===== config.mk =====
export PLATFORM = sky130hd
export DESIGN_NAME = base64_stream_encoder
export DESIGN_NICKNAME = d
export VERILOG_FILES = /design/src/hdl/b64e_pkg.sv /design/src/hdl/b64e_front.sv /design/src/hdl/b64e_fifo.sv /design/src/hdl/b64e_back.sv /design/src/hdl/base64_stream_encoder.sv
export SDC_FILE = /design/constraint.sdc
export NUM_CORES = 1
export LEC_CHECK = 0
export ABC_AREA = 1
export BUFFER_PORTS_ARGS = -buffer_cell sky130_fd_sc_hd__buf_2
export CAP_MARGIN = 10
export CELL_PAD_IN_SITES_DETAIL_PLACEMENT = 1
export CELL_PAD_IN_SITES_GLOBAL_PLACEMENT = 2
export CORE_MARGIN = 2
export CORE_UTILIZATION = 44
export CTS_CLUSTER_SIZE = 24
export DETAILED_ROUTE_END_ITERATION = 8
export PLACE_DENSITY = 0.86
export SLEW_MARGIN = 20
export SYNTH_ARGS = -nofsm -noshare
export SYNTH_HDL_FRONTEND = slang
export SYNTH_SLANG_ARGS = --single-unit

===== constraint.sdc =====
create_clock -name clk_i -period 5.8 [get_ports clk_i]
set_input_delay 0.58 -clock clk_i [delete_from_list [all_inputs] [get_ports clk_i]]
set_output_delay 0.58 -clock clk_i [all_outputs]
set_load 0.03 [all_outputs]

===== src/hdl/b64e_pkg.sv =====
package b64e_pkg;

  localparam logic [7:0] PAD_CHAR   = 8'h3D;
  localparam logic [7:0] UPPER_BASE = 8'h41;
  localparam logic [7:0] LOWER_BASE = 8'h61;
  localparam logic [7:0] DIGIT_BASE = 8'h30;
  localparam logic [7:0] STD_62     = 8'h2B;
  localparam logic [7:0] STD_63     = 8'h2F;
  localparam logic [7:0] URL_62     = 8'h2D;
  localparam logic [7:0] URL_63     = 8'h5F;

  localparam int unsigned CFG_IDX_W = 1;
  localparam int unsigned CFG_DATA_W = 1;
  localparam logic [CFG_IDX_W-1:0] CFG_URL_ALPHABET = 1'd0;
  localparam logic [CFG_IDX_W-1:0] CFG_OMIT_PADDING = 1'd1;

  // one gathered group of up to three bytes
  typedef struct packed {
    logic [23:0] chunk;
    logic [1:0]  nbytes_m1;
    logic        fin;
  } group_t;

  typedef struct packed {
    logic url_alphabet;
    logic omit_padding;
  } cfg_t;

  function automatic logic [7:0] sextet_char(input logic [5:0] v, input logic url);
    logic [7:0] w;
    logic [7:0] c;
    begin
      w = {2'b00, v};
      if (v < 6'd26) begin
        c = UPPER_BASE + w;
      end else if (v < 6'd52) begin
        c = LOWER_BASE + (w - 8'd26);
      end else if (v < 6'd62) begin
        c = DIGIT_BASE + (w - 8'd52);
      end else if (v == 6'd62) begin
        c = url ? URL_62 : STD_62;
      end else begin
        c = url ? URL_63 : STD_63;
      end
      return c;
    end
  endfunction

endpackage


===== src/hdl/b64e_front.sv =====
module b64e_front (
  input  logic              clk_i,
  input  logic              rst_ni,
  input  logic              in_valid_i,
  output logic              in_ready_o,
  input  logic [7:0]        data_byte_i,
  input  logic              final_byte_i,
  output logic              push_o,
  input  logic              push_ready_i,
  output b64e_pkg::group_t  group_o
);

  logic [1:0]  held_count_q, held_count_d;
  logic [15:0] held_bytes_q, held_bytes_d;
  logic        accept;
  logic        hold;

  assign in_ready_o = push_ready_i;
  assign accept     = in_valid_i && push_ready_i;
  assign hold       = !final_byte_i && (held_count_q < 2'd2);
  assign push_o     = accept && !hold;

  always_comb begin
    group_o.fin = final_byte_i;
    case (held_count_q)
      2'd0: begin
        group_o.chunk     = {data_byte_i, 16'h0000};
        group_o.nbytes_m1 = 2'd0;
      end
      2'd1: begin
        group_o.chunk     = {held_bytes_q[15:8], data_byte_i, 8'h00};
        group_o.nbytes_m1 = 2'd1;
      end
      default: begin
        group_o.chunk     = {held_bytes_q, data_byte_i};
        group_o.nbytes_m1 = 2'd2;
      end
    endcase
  end

  always_comb begin
    held_count_d = held_count_q;
    held_bytes_d = held_bytes_q;
    if (accept) begin
      if (hold) begin
        held_count_d = held_count_q + 2'd1;
        if (held_count_q == 2'd0) begin
          held_bytes_d = {data_byte_i, 8'h00};
        end else begin
          held_bytes_d = {held_bytes_q[15:8], data_byte_i};
        end
      end else begin
        held_count_d = 2'd0;
      end
    end
  end

  always_ff @(posedge clk_i or negedge rst_ni) begin
    if (!rst_ni) begin
      held_count_q <= 2'd0;
    end else begin
      held_count_q <= held_count_d;
    end
  end

  always_ff @(posedge clk_i) begin
    held_bytes_q <= held_bytes_d;
  end

endmodule


===== src/hdl/b64e_fifo.sv =====
module b64e_fifo #(
  parameter int unsigned DEPTH = 2
) (
  input  logic              clk_i,
  input  logic              rst_ni,
  input  logic              push_i,
  output logic              push_ready_o,
  input  b64e_pkg::group_t  push_data_i,
  output logic              pop_valid_o,
  input  logic              pop_i,
  output b64e_pkg::group_t  pop_data_o
);

  localparam int unsigned PTR_W = (DEPTH > 1) ? $clog2(DEPTH) : 1;
  localparam int unsigned CNT_W = $clog2(DEPTH + 1);

  b64e_pkg::group_t  mem_q [DEPTH];
  logic [PTR_W-1:0]  wr_ptr_q, wr_ptr_d;
  logic [PTR_W-1:0]  rd_ptr_q, rd_ptr_d;
  logic [CNT_W-1:0]  count_q, count_d;
  logic              do_push;
  logic              do_pop;

  assign push_ready_o = (count_q != CNT_W'(DEPTH));
  assign pop_valid_o  = (count_q != '0);
  assign do_push      = push_i && push_ready_o;
  assign do_pop       = pop_i && pop_valid_o;
  assign pop_data_o   = mem_q[rd_ptr_q];

  always_comb begin
    wr_ptr_d = wr_ptr_q;
    rd_ptr_d = rd_ptr_q;
    count_d  = count_q;
    if (do_push) begin
      wr_ptr_d = (wr_ptr_q == PTR_W'(DEPTH - 1)) ? '0 : wr_ptr_q + PTR_W'(1);
    end
    if (do_pop) begin
      rd_ptr_d = (rd_ptr_q == PTR_W'(DEPTH - 1)) ? '0 : rd_ptr_q + PTR_W'(1);
    end
    if (do_push && !do_pop) begin
      count_d = count_q + CNT_W'(1);
    end else if (do_pop && !do_push) begin
      count_d = count_q - CNT_W'(1);
    end
  end

  always_ff @(posedge clk_i or negedge rst_ni) begin
    if (!rst_ni) begin
      wr_ptr_q <= '0;
      rd_ptr_q <= '0;
      count_q  <= '0;
    end else begin
      wr_ptr_q <= wr_ptr_d;
      rd_ptr_q <= rd_ptr_d;
      count_q  <= count_d;
    end
  end

  always_ff @(posedge clk_i) begin
    if (do_push) begin
      mem_q[wr_ptr_q] <= push_data_i;
    end
  end

endmodule


===== src/hdl/b64e_back.sv =====
module b64e_back (
  input  logic              clk_i,
  input  logic              rst_ni,
  input  b64e_pkg::cfg_t    cfg_i,
  input  logic              grp_valid_i,
  output logic              grp_pop_o,
  input  b64e_pkg::group_t  grp_i,
  output logic              out_valid_o,
  input  logic              out_ready_i,
  output logic [7:0]        out_char_o,
  output logic              run_end_o,
  output logic              message_end_o
);

  logic              cur_valid_q, cur_valid_d;
  b64e_pkg::group_t  cur_q, cur_d;
  logic [1:0]        idx_q, idx_d;
  logic              out_valid_q, out_valid_d;
  logic [7:0]        out_char_q, out_char_d;
  logic              run_end_q, run_end_d;
  logic              msg_end_q, msg_end_d;

  logic              out_adv;
  logic              emit;
  logic [1:0]        last_real;
  logic [1:0]        last_idx;
  logic              is_last;
  logic [5:0]        sextet;
  logic [7:0]        char_now;

  assign out_adv   = !out_valid_q || out_ready_i;
  assign emit      = cur_valid_q && out_adv;
  assign last_real = cur_q.nbytes_m1 + 2'd1;
  assign last_idx  = cfg_i.omit_padding ? last_real : 2'd3;
  assign is_last   = (idx_q == last_idx);
  assign grp_pop_o = grp_valid_i && (!cur_valid_q || (emit && is_last));

  always_comb begin
    case (idx_q)
      2'd0:    sextet = cur_q.chunk[23:18];
      2'd1:    sextet = cur_q.chunk[17:12];
      2'd2:    sextet = cur_q.chunk[11:6];
      default: sextet = cur_q.chunk[5:0];
    endcase
    char_now = (idx_q <= last_real) ? b64e_pkg::sextet_char(sextet, cfg_i.url_alphabet)
                                    : b64e_pkg::PAD_CHAR;
  end

  always_comb begin
    cur_valid_d = cur_valid_q;
    cur_d       = cur_q;
    idx_d       = idx_q;
    out_valid_d = out_valid_q;
    out_char_d  = out_char_q;
    run_end_d   = run_end_q;
    msg_end_d   = msg_end_q;
    if (out_adv) begin
      out_valid_d = emit;
    end
    if (emit) begin
      out_char_d = char_now;
      run_end_d  = is_last;
      msg_end_d  = is_last && cur_q.fin;
      idx_d      = idx_q + 2'd1;
      if (is_last) begin
        cur_valid_d = 1'b0;
      end
    end
    if (grp_pop_o) begin
      cur_valid_d = 1'b1;
      cur_d       = grp_i;
      idx_d       = 2'd0;
    end
  end

  always_ff @(posedge clk_i or negedge rst_ni) begin
    if (!rst_ni) begin
      cur_valid_q <= 1'b0;
      idx_q       <= 2'd0;
      out_valid_q <= 1'b0;
    end else begin
      cur_valid_q <= cur_valid_d;
      idx_q       <= idx_d;
      out_valid_q <= out_valid_d;
    end
  end

  always_ff @(posedge clk_i) begin
    cur_q      <= cur_d;
    out_char_q <= out_char_d;
    run_end_q  <= run_end_d;
    msg_end_q  <= msg_end_d;
  end

  assign out_valid_o   = out_valid_q;
  assign out_char_o    = out_char_q;
  assign run_end_o     = run_end_q;
  assign message_end_o = msg_end_q;

endmodule


===== src/hdl/base64_stream_encoder.sv =====
// channel | direction | tdata            | tlast       | tuser
// s_axis  | in        | [7:0] data_byte  | final_byte  | -
// m_axis  | out       | [7:0] out_char   | run_end     | message_end
// cfg     | in        | cfg_data_i: register value, cfg_idx_i: register index
//
// bytes are taken one per cycle while the group queue has room
// characters leave one per cycle from the output register while m_axis_tready is high:
// 4 characters per 3-byte group, 2 to 4 characters for a short final group
// reset clears held byte count, queue, output valid and both config registers
// m_axis_tready low holds the output; the queue of FIFO_DEPTH groups keeps s_axis open
module base64_stream_encoder #(
  parameter int unsigned FIFO_DEPTH = 2
) (
  input  logic                                clk_i,
  input  logic                                rst_ni,
  input  logic                                s_axis_tvalid,
  output logic                                s_axis_tready,
  input  logic [7:0]                          s_axis_tdata,  // data_byte
  input  logic                                s_axis_tlast,
  output logic                                m_axis_tvalid,
  input  logic                                m_axis_tready,
  output logic [7:0]                          m_axis_tdata,  // out_char
  output logic                                m_axis_tlast,
  output logic                                m_axis_tuser,  // message_end
  input  logic                                cfg_we_i,
  input  logic [b64e_pkg::CFG_IDX_W-1:0]      cfg_idx_i,
  input  logic [b64e_pkg::CFG_DATA_W-1:0]     cfg_data_i
);

  b64e_pkg::cfg_t    cfg_q, cfg_d;
  b64e_pkg::group_t  push_grp;
  b64e_pkg::group_t  pop_grp;
  logic              push;
  logic              push_ready;
  logic              pop_valid;
  logic              pop;

  always_comb begin
    cfg_d = cfg_q;
    if (cfg_we_i) begin
      case (cfg_idx_i)
        b64e_pkg::CFG_URL_ALPHABET: cfg_d.url_alphabet = cfg_data_i[0];
        b64e_pkg::CFG_OMIT_PADDING: cfg_d.omit_padding = cfg_data_i[0];
        default: cfg_d = cfg_q;
      endcase
    end
  end

  always_ff @(posedge clk_i or negedge rst_ni) begin
    if (!rst_ni) begin
      cfg_q <= '0;
    end else begin
      cfg_q <= cfg_d;
    end
  end

  b64e_front u_front (
    .clk_i        (clk_i),
    .rst_ni       (rst_ni),
    .in_valid_i   (s_axis_tvalid),
    .in_ready_o   (s_axis_tready),
    .data_byte_i  (s_axis_tdata),
    .final_byte_i (s_axis_tlast),
    .push_o       (push),
    .push_ready_i (push_ready),
    .group_o      (push_grp)
  );

  b64e_fifo #(
    .DEPTH (FIFO_DEPTH)
  ) u_fifo (
    .clk_i        (clk_i),
    .rst_ni       (rst_ni),
    .push_i       (push),
    .push_ready_o (push_ready),
    .push_data_i  (push_grp),
    .pop_valid_o  (pop_valid),
    .pop_i        (pop),
    .pop_data_o   (pop_grp)
  );

  b64e_back u_back (
    .clk_i         (clk_i),
    .rst_ni        (rst_ni),
    .cfg_i         (cfg_q),
    .grp_valid_i   (pop_valid),
    .grp_pop_o     (pop),
    .grp_i         (pop_grp),
    .out_valid_o   (m_axis_tvalid),
    .out_ready_i   (m_axis_tready),
    .out_char_o    (m_axis_tdata),
    .run_end_o     (m_axis_tlast),
    .message_end_o (m_axis_tuser)
  );

endmodule


==> results.ini <==
[synth]
synth-async-reset-ratio_pct=10.1
synth_cell_types=31
synth_cells=502
syn_nets=533
ys_warn_count=0
synth_top_family_by_area=simple AND/OR/NAND/NOR gates
synth_xor_area_share_pct=1.63
synth_compound_area_share_pct=6.04
synth-main-ff-cell=edfxtp_1
synth_fa_ha_area_share_pct=3.48
synth_seq_cells=119
muxShareOfSynthArea_pct=0
synthesis.area_um2=5390
syn_avg_cell_area_um2=10.7
synth-simple-area-share_pct=19.2
synth_edf_count=107
synth_seq_area_share_pct=65.2

[timing]
report.final.hold_viol_count=0
min_period_ns=2.78
setup_viol=0
fin_ws_ns=3.02
rsz0062_at_grt=no
period_share_pct=47.9
fin_setup_tns_ns=0
final_max_slew_viol_count=0
holdWs_ns=0.0538
finClkSkew_ns=0.00945
max_freq_ghz=0.360
worstMarginPinSlew_ns=1.04
relSlewSlack_pct=30.8

[flow_run]
maxCapViolCount=0

[drt]
met2_length_um=6580
routedWlPerCell_um=17.3
highest-signal-layer=met4
vias=3570
post_drt_via_cell_ratio=5.09
wl_met1_um=5050
wl_met3_um=325
antenna_left=0
first_iter_violations=206
firstDrtPassIters=4
drc=0
wl_um=12200

[critical_path]
cp-end-kind=register
critPathKind=reg -> reg
startpoint_type=register
critPathSlowestCell=dfrtp_1
path_cells=inv_1, ha_1, nand2_1, nand2_1, nor2_1, nor2_2, inv_1, ha_1, inv_1, nand3_1, nand2_2, inv_1, a21oi_1, a21oi_1
cpMostUsedCell=inv_1
cpPeakStageDelay_ns=0.41
worst_ep_arrival_time_ns=2.93
worstPathRequired_ns=5.95
crit_fanout=7

[clocking]
cts-htree-levels=4
numCtsBuffers=17
clk_latency_ns=0.41
cts_buffer_depth=2
post-cts-setup-buffers=0
cts-hold-fix-buffers=0
root_buffer=clkbuf_16
clock_sinks=119
ctsResizeCount=0
clkTransAtPathRegs_ns=0.06
cts_tree=built

[placed_design]
place.port_buffers=27
gp_congestion=0.844
post_dp_cell_area_um2=5690
hpwl_um=8200
dp_slack_ns=3.04
dp_cells=670

[power_and_ir_drop]
p_leak_nw=2.66
p_total_mw=4.37
pwr_density_cell_nw_per_um2=693
peakVddDrop_mv=0.302

[outcome]
status=finished clean

[global_route]
antenna_found_initial=0
grt_pass1_wl_um=20100
overflow=0
track_usage_pct=20.5
grt_max_degree=29
grt_pass1_vias=3836

[floorplan]
fp.dieW_um=115
initial_core_util_pct=45.1
fp.dieH_um=115
fp.coreArea_um2=12000
ios=28
rows=40
die_area_um2=13100

[cells_and_area]
finalNonFillerCells=702
syn_to_final_growth_pct=17.0
nFillCells=1291
fin_area_um2=6300
antenna_cells=0
drive_gt1_share_pct=16.4
multi_input_area_um2=1640
final_util_pct=52.7
nets=573
regArea_um2=3510

[min_path]
min_path_type=in -> async

==> report_power, final <==
group | switching (mW) | total (mW) | internal, mW
Clock | 0.369 | 1.08 | 0.711
Sequential | 0.113 | 1.48 | 1.37
Combinational | 1.27 | 1.80 | 0.534
==> cells in the mapped netlist, types with 2 or more instances <==
| cell type | count | area, µm² |
|---|---|---|
| a21oi_1 | 9 | 45.0 |
| a22oi_1 | 2 | 15.0 |
| a31oi_1 | 4 | 25.0 |
| clkbuf_1 | 7 | 26.3 |
| dfrtp_1 | 12 | 300 |
| edfxtp_1 | 107 | 3210 |
| ha_1 | 15 | 188 |
| inv_1 | 49 | 184 |
| inv_2 | 4 | 15.0 |
| nand2_1 | 166 | 623 |
| nand2_2 | 5 | 31.3 |
| nand3_1 | 16 | 80.1 |
| nand4_1 | 2 | 12.5 |
| nor2_1 | 34 | 128 |
| nor2_2 | 9 | 56.3 |
| nor2_4 | 4 | 45.0 |
| nor2_8 | 2 | 40.0 |
| o21ai_0 | 32 | 160 |
| o21ai_2 | 2 | 17.5 |
| o21ai_4 | 2 | 32.5 |
| xnor2_1 | 3 | 26.3 |
| xor2_1 | 7 | 61.3 |
==> flip-flops by register name, summed over array words and instances (netlist names) <==
signal	cells
u_back.out_char_o	8
cfg_q	2
u_front.held_count_q	2
u_fifo.rd_ptr_q	1
u_back.cur_valid_q	1
u_back.run_end_o	1
u_back.message_end_o	1
u_back.cur_q	27
u_back.out_valid_o	1
u_front.held_bytes_q	16
u_fifo.count_q	2
u_fifo.wr_ptr_q	1
u_fifo.mem_q	54
u_back.idx_q	2
==> layout by cell type, fill, tap and decap left out, drive strengths merged <==
master and instances:
clkbuf 17, a22oi 2, a31oi 4, nand2 171
a21oi 10, nor2 49, buf 30, o21bai 1
nand3b 1, o21ai 36, o22ai 1, a21o 1
inv 53, dfrtp 12, nor3 1, clkinv 6
clkinvlp 5, nand3 16, xor2 7, ha 15
bufinv 4, nand4 2, edfxtp 107, and2 1
xnor2 3
==> worst max-delay path: cells and delay by family, from the launching register on <==
kind | cells | cell delay, ns
flops | 1 | 0.41
compound gates | 2 | 0.28
simple gates | 6 | 0.66
fa+ha+maj | 2 | 0.58
buf+inv | 4 | 0.58
==> metal layers <==
metal	up-vias	track usage (%)
met2	48	37.0
met5	-	0
met1	1759	23.6
li1	1749	-
met4	0	7.89
met3	14	4.61
==> logic make-up after synthesis <==
group	count (synthesis)
and+or+nand+nor	241
xor gates and xnor gates	10
DFF	119
buffers and inverters	62
AOI/OAI and AO/OA	55
adders and majority gates	15
==> worst paths after layout <==
kind | start | to | slack [ns] | depth (start not counted)
max | u_back.idx_q[0]$_DFFE_PN0P_ | u_back.out_char_o[6]$_SDFFCE_PN0P_ | 3.02 | 14
min | rst_ni | cfg_q[1]$_DFFE_PN0P_ | 0.05 | 1
max reg2reg | u_back.idx_q[0]$_DFFE_PN0P_ | u_back.out_char_o[6]$_SDFFCE_PN0P_ | 3.02 | 14
min reg2reg | u_fifo.mem_q[0][2]$_DFFE_PP_ | u_back.cur_q[2]$_DFFE_PP_ | 0.51 | 2
max in group asynchronous | rst_ni | u_back.cur_valid_q$_DFFE_PN0P_ | 5.50 | 1
min in group clk_i | s_axis_tdata[0] | u_front.held_bytes_q[8]$_DFFE_PP_ | 0.37 | 1
==> area by class of cell <==
class                           count  share of cell area [%]
Clock inverter                     15                    2.94
Inverter                           53                    3.16
Timing Repair Buffer               30                    2.50
Sequential cell                   119                    55.7
Clock buffer                       17                    6.75
Tap cell                          147                    2.92
Multi-Input combinational cell    321                    26.0
No activity file was read; power rests on OpenSTA's default activity.
